File: src/hdl/newton_divided_difference_coeffs_assert.svh
// assertion macros for the divided-difference coefficient block
`ifndef NEWTON_DIVIDED_DIFFERENCE_COEFFS_ASSERT_SVH
`define NEWTON_DIVIDED_DIFFERENCE_COEFFS_ASSERT_SVH
`ifndef SYNTHESIS
`define NDD_ASSERT(label, clk, rst_n, prop, msg) \
  label: assert property (@(posedge clk) disable iff (!rst_n) prop) else $error(msg);
`define NDD_ASSERT_NR(label, clk, prop, msg) \
  label: assert property (@(posedge clk) prop) else $error(msg);
`else
`define NDD_ASSERT(label, clk, rst_n, prop, msg)
`define NDD_ASSERT_NR(label, clk, prop, msg)
`endif
`endif

File: src/hdl/ndd_pkg.sv
// package: types and constants of the divided-difference block
`timescale 1ns / 1ps
package ndd_pkg;
  localparam int unsigned QBits = 16;
  localparam int unsigned NumDeriv = 3;

  typedef enum logic [1:0] {
    ErrNone     = 2'd0,
    ErrTooMany  = 2'd1,
    ErrDerivOrd = 2'd2
  } err_e;

  typedef enum logic [3:0] {
    StIdle, StStartCol, StRdA, StRdB, StEval, StDivWait, StWrite, StNextCol,
    StEmitRd, StEmitWait, StEmitOut, StErrOut
  } state_e;

  // word passed from front to back through the queue
  typedef struct packed {
    logic signed [31:0] x;
    logic signed [31:0] y;
    logic signed [31:0] d1;
    logic signed [31:0] d2;
    logic signed [31:0] d3;
    logic               last;
  } point_t;

  typedef struct packed {
    logic               start;
    logic signed [63:0] num;
    logic signed [63:0] den;
  } div_req_t;

  typedef struct packed {
    logic               busy;
    logic               done;
    logic signed [63:0] quo;
  } div_rsp_t;

  function automatic logic signed [31:0] sat32(input logic signed [63:0] v);
    logic signed [31:0] r;
    if (v > 64'sd2147483647) r = 32'sh7fffffff;
    else if (v < -64'sd2147483648) r = 32'sh80000000;
    else r = v[31:0];
    return r;
  endfunction
endpackage

File: src/hdl/ndd_queue.sv
// two-entry queue between front and back
`timescale 1ns / 1ps
module ndd_queue (
  input  logic            clk_i,
  input  logic            rst_ni,
  input  logic            valid_i,
  output logic            stall_o,
  input  ndd_pkg::point_t word_i,
  output logic            valid_o,
  input  logic            stall_i,
  output ndd_pkg::point_t word_o
);
  ndd_pkg::point_t mem_q [2];
  logic [1:0] cnt_q, cnt_d;
  logic       wp_q, rp_q;
  logic       push, pop;

  assign stall_o = cnt_q == 2'd2;
  assign valid_o = cnt_q != 2'd0;
  assign push    = valid_i && !stall_o;
  assign pop     = valid_o && !stall_i;
  assign word_o  = mem_q[rp_q];

  always_comb begin
    cnt_d = cnt_q;
    if (push && !pop) cnt_d = cnt_q + 2'd1;
    else if (pop && !push) cnt_d = cnt_q - 2'd1;
  end

  always_ff @(posedge clk_i or negedge rst_ni) begin
    if (!rst_ni) begin
      cnt_q <= 2'd0;
      wp_q  <= 1'b0;
      rp_q  <= 1'b0;
    end else begin
      cnt_q <= cnt_d;
      if (push) wp_q <= ~wp_q;
      if (pop) rp_q <= ~rp_q;
    end
  end

  always_ff @(posedge clk_i) begin
    if (push) mem_q[wp_q] <= word_i;
  end
endmodule

File: config.mk
export PLATFORM = sky130hd
export DESIGN_NAME = ndd_queue
export DESIGN_NICKNAME = d
export VERILOG_FILES = /design/src/hdl/newton_divided_difference_coeffs_assert.svh /design/src/hdl/ndd_pkg.sv /design/src/hdl/ndd_queue.sv
export SDC_FILE = /design/constraint.sdc
export NUM_CORES = 1
export LEC_CHECK = 0
export BUFFER_PORTS_ARGS = -buffer_cell sky130_fd_sc_hd__buf_2
export CORE_MARGIN = 3
export CORE_UTILIZATION = 30
export CTS_CLUSTER_SIZE = 16
export DETAILED_ROUTE_END_ITERATION = 10
export GPL_TIMING_DRIVEN = 0
export PLACE_DENSITY_LB_ADDON = 0.1
export SYNTH_ARGS = -nofsm -noshare
export SYNTH_HDL_FRONTEND = slang
export SYNTH_SLANG_ARGS = --single-unit
File: constraint.sdc
create_clock -name clk_i -period 24.7 [get_ports clk_i]
set_clock_uncertainty 0.1 [all_clocks]
set_input_delay 3.705 -clock clk_i [delete_from_list [all_inputs] [get_ports clk_i]]
set_output_delay 3.705 -clock clk_i [all_outputs]
set_load 0.02 [all_outputs]
==> summary.md, run 1 <==
## Run status
* result of the run: completed

## Placed design
* estimated wirelength of the detail-placed design: 18700 um
* number of buffers added on ports: 327
* area post-placement: 14700 um^2
* placed insts: 1382
* weighted congestion at the end of routability-driven global placement: 0.675

## Clock network
* clock insertion delay at the later pin of the skew report: 0.53 ns
* Resized Gates After CTS: 0
* clock-pin slew of the registers on the worst-case setup and hold paths: 0.05 ns
* TritonCTS clock tree: done
* H-tree depth: 2
* number of clock sinks: 326
* clock tree root driver cell: sky130_fd_sc_hd__clkbuf_16
* clock buffer count from CTS: 38
* clock buffer depth: 3
* count of hold buffers inserted by post-cts repair: 0
* total setup buffers inserted after CTS: 0

## Drt
* final wirelength: 26800 um
* post-detailed-route count of antenna-violating nets: 0
* routed via count divided by cell count: 4.23
* vias after detailed routing: 6123
* DR DRC count: 0
* DR pass1 iterations: 4
* Routed wire per std cell: 18.5 um
* initial drt markers: 295

## Yosys
* Yosys warning count: 0
* top cells by area, synth: sky130_fd_sc_hd__edfxtp_1, sky130_fd_sc_hd__mux2_4, sky130_fd_sc_hd__mux2_2, sky130_fd_sc_hd__buf_6, sky130_fd_sc_hd__dfrtp_1
* most common library cells after synthesis: sky130_fd_sc_hd__edfxtp_1, sky130_fd_sc_hd__mux2_2, sky130_fd_sc_hd__mux2_4
* flip-flop and latch count after synthesis: 326
* number of flops mapped to enable cells by yosys: 322
* post-synthesis area per instance: 23.3 um^2
* post-synthesis async set-or-reset flop share: 0.0123
* count of cell types in the netlist: 15
* library cell with the highest instance count after synthesis: sky130_fd_sc_hd__edfxtp_1
* post-synth top area share: 0.797
* cell taking the most area after synthesis: sky130_fd_sc_hd__edfxtp_1
* cell area after technology mapping: 12100 um^2
* predominant post-synthesis flop cell: sky130_fd_sc_hd__edfxtp_1
* number of standard cells after synthesis: 520
* syn nets: 686
* post-synthesis sequential area ratio: 0.805

## Worst setup path
* Crit Path Max Fanout: 10
* flop2flop setup slack: 22.41 ns
* stage delay of the slowest cell on the critical path: 0.33 ns
* Required @ worst endpoint: 20.89 ns
* number of cells traversed by the worst register-to-register path: 6
* capturing point of the worst reg2reg path: mem_q[0][90]$_DFFE_PP_
* startpoint of the worst-slack reg-to-reg timing path: cnt_q[0]$_DFFE_PN0P_
* category of the worst setup path capture point: output port
* cell at the slowest stage of the critical path: sky130_fd_sc_hd__dfrtp_1
* crit path launch type: flip-flop
* endpoint arrival time on the critical path: 1.95 ns
* ordered list of cells on the worst path: buf_6 -> buf_6 -> buf_6 -> mux2_4 -> buf_2
* most frequent cell on the critical path: sky130_fd_sc_hd__buf_6
* kind of critical path: reg -> out

## Min path
* Hold Path Sink: cnt_q[1]$_DFFE_PN0P_
* type of the most critical hold path: reg -> reg
* number of cells on the worst hold path: 1
* launch instance of the worst min-delay path: cnt_q[1]$_DFFE_PN0P_

## Global routing
* pin count of the biggest net entering global routing: 59
* first-pass GRT wire length: 40100 um
* sum of overflow across all layers after global routing: 0
* antenna violations before repair: 9
* via count of the first global-routing pass: 6435
* overall global routing resource usage: 0.123

## Timing
* WHS: 0.389 ns
* summed negative setup slack over all endpoints: 0 ns
* period utilization: 0.233
* unrepaired setup endpoints after global routing: false
* Tightest Pin Transition: 0.571 ns
* Max-Slew Margin vs Limit: 0.619
* highest clock frequency the design can meet: 0.174 GHz
* max-slew violation count: 0
* count of final hold-check violations: 0
* final setup fails: 0
* shortest clock period the worst path allows after layout: 5.76 ns

## Floorplanning
* die footprint: 42900 um^2
* Initial Utilization: 0.305
* Die X: 207 um
* number of I/O pins: 328
* number of rows in the core area: 73
* core area: 39800 um^2
* Chip Height: 207 um

## Finish
* Final Non-Filler Cells: 1448
* layout filler cell count: 3727
* area grow syn2layout: 30.5%
* diode count: 0
* net count reported at finish: 1063
* fraction of final layout cells sized beyond drive strength 1: 0.612
* Non-Filler Cell Area, Final: 15800 um^2

## Power and ir drop
* total power per unit cell area: 127 nW/um^2
* static leakage: 6.11 nW
* Worst IR Drop VDD: 0.0591 mV

## Flow run
* number of max-cap violations: 0

where the power goes:
part           internal, mW  leakage, nW  switching [mW]
clock                 0.312        0.562           0.207
combinational         0.299         2.51           0.416
sequential            0.755         3.04          0.0241
metrics by stage:
| step | util | power [mW] | setup WS (ns) |
|---|---|---|---|
| 4_1_cts | 0.398 | 2.06 | 18.84 |
| 3_3_place_gp | 0.362 | 1.55 | 8.16 |
| 3_5_place_dp | 0.369 | 1.53 | 19.16 |
| 6_report | 0.398 | 2.01 | 18.94 |
| 2_1_floorplan | - | 1.29 | 13.44 |
| 5_1_grt | 0.398 | 2.12 | 18.83 |
logic make-up (layout without fill, tap and decap cells):
group                      after synthesis  after routing  synth area share
muxes                                  161            161             0.174
adders and majority gates                1              1           0.00103
DFF                                    326            326             0.805
buffers and inverters                   20            423            0.0132
and+or+nand+nor                          7              7           0.00299
xor gates and xnor gates                 5              5           0.00361
state kept, by name (all words and copies together), names as in the netlist:
register,count
mem_q,322
cnt_q,2
rp_q,1
wp_q,1
placed cells by master (no fill, tap or decap), drive strengths merged:
| cell | netlist | routed |
|---|---|---|
| xnor2 | 3 | 3 |
| xor2 | 2 | 2 |
| mux2 | 161 | 161 |
| clkinv | 0 | 9 |
| clkbuf | 0 | 55 |
| buf | 18 | 355 |
| inv | 2 | 3 |
| nand2 | 1 | 1 |
| edfxtp | 322 | 322 |
| nand2b | 2 | 2 |
| dfrtp | 4 | 4 |
| and3 | 1 | 1 |
| nor2 | 2 | 2 |
| or2 | 1 | 1 |
| bufinv | 0 | 1 |
| ha | 1 | 1 |
layout make-up:
type	count	area (um^2)	area share
buffer	18	153	0.00964
inverter	2	7.51	0.000474
timing repair buffer	337	1870	0.118
clock inverter	11	76.3	0.00482
multi-input combinational	174	2220	0.140
sequential	326	9770	0.617
clock buffer	55	1080	0.0681
tap	525	657	0.0415
worst max path at each step:
stage / start / end / slack (ns) / depth (start not counted)
global placement: valid_i / mem_q[0][99]$_DFFE_PP_ / 8.16 / 3
global route: rp_q$_DFFE_PN0P_ / word_o[139] / 18.83 / 5
finish: rp_q$_DFFE_PN0P_ / word_o[139] / 18.94 / 5
floorplan: valid_i / mem_q[0][0]$_DFFE_PP_ / 13.44 / 2
CTS: rp_q$_DFFE_PN0P_ / word_o[139] / 18.84 / 5
detailed placement: valid_i / mem_q[0][70]$_DFFE_PP_ / 19.16 / 6
per-layer routing:
metal  track usage  wire length [um]
met1         0.153             11300
met2         0.185             12000
met3        0.0616              2720
met4        0.0461               653
met5             0               117
critical path: cells and delay by family, from the launching register on:
kind                   cells  cell delay [ns]
buffers and inverters      4             0.77
DFF                        1             0.33
muxes                      1             0.31
Note: power is estimated with default switching activity, not from simulation.
==> run 2: changes to the inputs <==
--- a/config.mk
+++ b/config.mk
@@ -5,6 +5,7 @@
 export SDC_FILE = /design/constraint.sdc
 export NUM_CORES = 1
 export LEC_CHECK = 0
+export ABC_AREA = 1
 export BUFFER_PORTS_ARGS = -buffer_cell sky130_fd_sc_hd__buf_2
 export CORE_MARGIN = 3
 export CORE_UTILIZATION = 30
==> constraint.sdc (replaced) <==
create_clock -name clk_i -period 4.8 [get_ports clk_i]
set_clock_uncertainty 0.1 [all_clocks]
set_input_delay 0.72 -clock clk_i [delete_from_list [all_inputs] [get_ports clk_i]]
set_output_delay 0.72 -clock clk_i [all_outputs]
set_load 0.02 [all_outputs]
==> summary.md, run 2 <==
## Floorplanning
* number of I/O pins: 328
* core area: 39000 um^2
* die footprint: 42400 um^2
* number of rows in the core area: 72
* Chip Height: 206 um
* Die X: 206 um
* Initial Utilization: 0.307

## Timing
* unrepaired setup endpoints after global routing: false
* WHS: 0.273 ns
* Max-Slew Margin vs Limit: 0.560
* period utilization: 0.582
* shortest clock period the worst path allows after layout: 2.79 ns
* max-slew violation count: 0
* post-layout worst setup margin: 2.01 ns
* count of final hold-check violations: 0
* highest clock frequency the design can meet: 0.358 GHz
* final setup fails: 0
* Tightest Pin Transition: 0.658 ns

## Clock network
* clock buffer depth: 3
* clock-pin slew of the registers on the worst-case setup and hold paths: 0.06 ns
* total setup buffers inserted after CTS: 0
* clock buffer count from CTS: 38
* clock tree root driver cell: sky130_fd_sc_hd__clkbuf_16
* TritonCTS clock tree: done
* Resized Gates After CTS: 0
* clock insertion delay at the later pin of the skew report: 0.53 ns
* number of clock sinks: 326
* H-tree depth: 2

## Yosys
* post-synthesis async set-or-reset flop share: 0.0123
* cell area after technology mapping: 12000 um^2
* predominant post-synthesis flop cell: sky130_fd_sc_hd__edfxtp_1
* cell taking the most area after synthesis: sky130_fd_sc_hd__edfxtp_1
* number of flops mapped to enable cells by yosys: 322
* post-synth top area share: 0.807
* flip-flop and latch count after synthesis: 326
* library cell with the highest instance count after synthesis: sky130_fd_sc_hd__nand2_1
* top cells by area, synth: sky130_fd_sc_hd__edfxtp_1, sky130_fd_sc_hd__nand2_1, sky130_fd_sc_hd__buf_2, sky130_fd_sc_hd__buf_6, sky130_fd_sc_hd__dfrtp_1
* post-synthesis sequential area ratio: 0.816
* syn nets: 1039
* number of standard cells after synthesis: 873
* most common library cells after synthesis: sky130_fd_sc_hd__nand2_1, sky130_fd_sc_hd__edfxtp_1, sky130_fd_sc_hd__buf_2
* count of cell types in the netlist: 15
* Yosys warning count: 0
* post-synthesis area per instance: 13.7 um^2

## Finish
* highest-count cells in the layout ignoring fill and taps: sky130_fd_sc_hd__nand2_1, sky130_fd_sc_hd__buf_2, sky130_fd_sc_hd__edfxtp_1
* flip-flop count of the largest register, all copies and words added: 322
* most common cell after layout, fill and taps aside: sky130_fd_sc_hd__nand2_1
* post-route core utilization: 0.401
* layout filler cell count: 3726
* combined area of the multi-input logic cells: 1940 um^2
* fraction of final layout cells sized beyond drive strength 1: 0.339
* most flop-heavy register: mem_q
* area grow syn2layout: 30.7%
* register area: 9770 um^2
* registers with the most flip-flops: mem_q: 322 flops, cnt_q: 2 flops
* net count reported at finish: 1414

## Placed design
* number of buffers added on ports: 327
* weighted congestion at the end of routability-driven global placement: 0.709
* worst-case setup slack after placement: 2.09 ns
* estimated wirelength of the detail-placed design: 20600 um

## Drt
* vias after detailed routing: 7453
* final wirelength: 30400 um
* initial drt markers: 308
* DR DRC count: 0
* Routed wire per std cell: 16.8 um
* post-detailed-route count of antenna-violating nets: 0
* routed via count divided by cell count: 4.13
* DR pass1 iterations: 4

## Power and ir drop
* Final Power: 10.5 mW
* switch share: 0.373
* Worst IR Drop VDD: 0.322 mV
* sequential share of power: 0.380
* clock power share: 0.259
* combinational share of power: 0.361
* net switching power of the design: 3.93 mW
* total power per unit cell area: 673 nW/um^2
* Internal Pwr Total: 6.60 mW
* static leakage: 6.69 nW

## Worst setup path
* crit path launch type: flip-flop
* stage delay of the slowest cell on the critical path: 0.32 ns
* category of the worst setup path capture point: output port
* ordered list of cells on the worst path: buf_4 -> buf_4 -> buf_2 -> nand2_1 -> nand2_1 -> buf_2
* buffers plus inverters on the worst setup path: 4
* CP top delay family: buffers and inverters
* Required @ worst endpoint: 3.98 ns
* endpoint arrival time on the critical path: 1.97 ns
* kind of critical path: reg -> out
* Crit Path Max Fanout: 10
* cell at the slowest stage of the critical path: sky130_fd_sc_hd__dfrtp_1
* flop2flop setup slack: 2.42 ns

## Global routing
* grt met2 use: 0.224
* sum of overflow across all layers after global routing: 0
* met3 Track Usage GR: 0.0672
* overall global routing resource usage: 0.141
* fraction of met1 tracks used by global routing: 0.171
* GR peak layer: met2
* first-pass GRT wire length: 44500 um
* antenna violations before repair: 10
* pin count of the biggest net entering global routing: 87
* via count of the first global-routing pass: 7435

## Min path
* type of the most critical hold path: in -> reg

## Run status
* result of the run: completed

## Flow run
* number of max-cap violations: 0

## run 2: changes by cell type after synthesis, sizes merged
cell,delta
and3,-1
buf,+17
inv,+7
mux2,-161
nand2,+493
nand2b,-2
nand3,+2
nand4,+1
nor2,+1
o21ai,+1
or2,-1
xnor2,-2
xor2,-2
## run 2: layout make-up
cell class              instances  area share
flip-flops and latches        326       0.624
multi-input cells             503       0.124
repair buffers                335       0.115
clock buffers                  49      0.0648
well taps                     518      0.0414
plain buffers                  35      0.0151
clock inverters                19      0.0107
inverters                       9     0.00280
diodes                         10     0.00160
## run 2: path summary, 6_finish.rpt
path,from,end,depth (start not counted)
min in group asynchronous,rst_ni,cnt_q[1]$_DFFE_PN0P_,2
min reg2reg,cnt_q[1]$_DFFE_PN0P_,cnt_q[1]$_DFFE_PN0P_,2
max reg2reg,cnt_q[1]$_DFFE_PN0P_,mem_q[0][154]$_DFFE_PP_,6
max,rp_q$_DFFE_PN0P_,word_o[78],6
min,word_i[105],mem_q[0][105]$_DFFE_PP_,1
max in group asynchronous,rst_ni,rp_q$_DFFE_PN0P_,2
## run 2: routing by layer
metal / vias to the layer above / routed length [um]
met5: - / 32
met4: 6 / 748
met3: 54 / 3270
met2: 230 / 14000
met1: 3439 / 12300
li1: 3724 / -
## run 2: cell families after synthesis
| kind of cell | Yosys count | share of synthesized area |
|---|---|---|
| AND/OR/NAND/NOR | 500 | 0.159 |
| flip-flops | 326 | 0.816 |
| buffers and inverters | 44 | 0.0228 |
| AO/OA/AOI/OAI | 1 | 0.000418 |
| XOR/XNOR | 1 | 0.000732 |
| adder cells (fa/ha/maj) | 1 | 0.00104 |
## run 2: what timing repair did
item,CTS,global route
hold endpoints to repair,4,0
hold buffers,1,0
setup endpoints to repair,0,0
## run 2: power by group through the flow
stage               Combinational, mW  Sequential (mW)  Clock, mW
global placement                 3.83             4.21          0
floorplan                        2.31             4.12          0
detailed placement               3.93             4.06          0
CTS                              3.94             4.00       2.84
finish                           3.80             4.00       2.73
global route                     4.21             4.05       2.96
## run 2: per-stage QoR
| step | instance area, um^2 | instances | setup TNS (ns) |
|---|---|---|---|
| 2_1_floorplan | 12000 | 873 | 0 |
| 3_3_place_gp | 14300 | 1718 | -543.35 |
| 3_5_place_dp | 14400 | 1725 | 0 |
| 4_1_cts | 15600 | 1794 | 0 |
| 5_1_grt | 15600 | 1797 | 0 |
| 6_report | 15600 | 1804 | 0 |
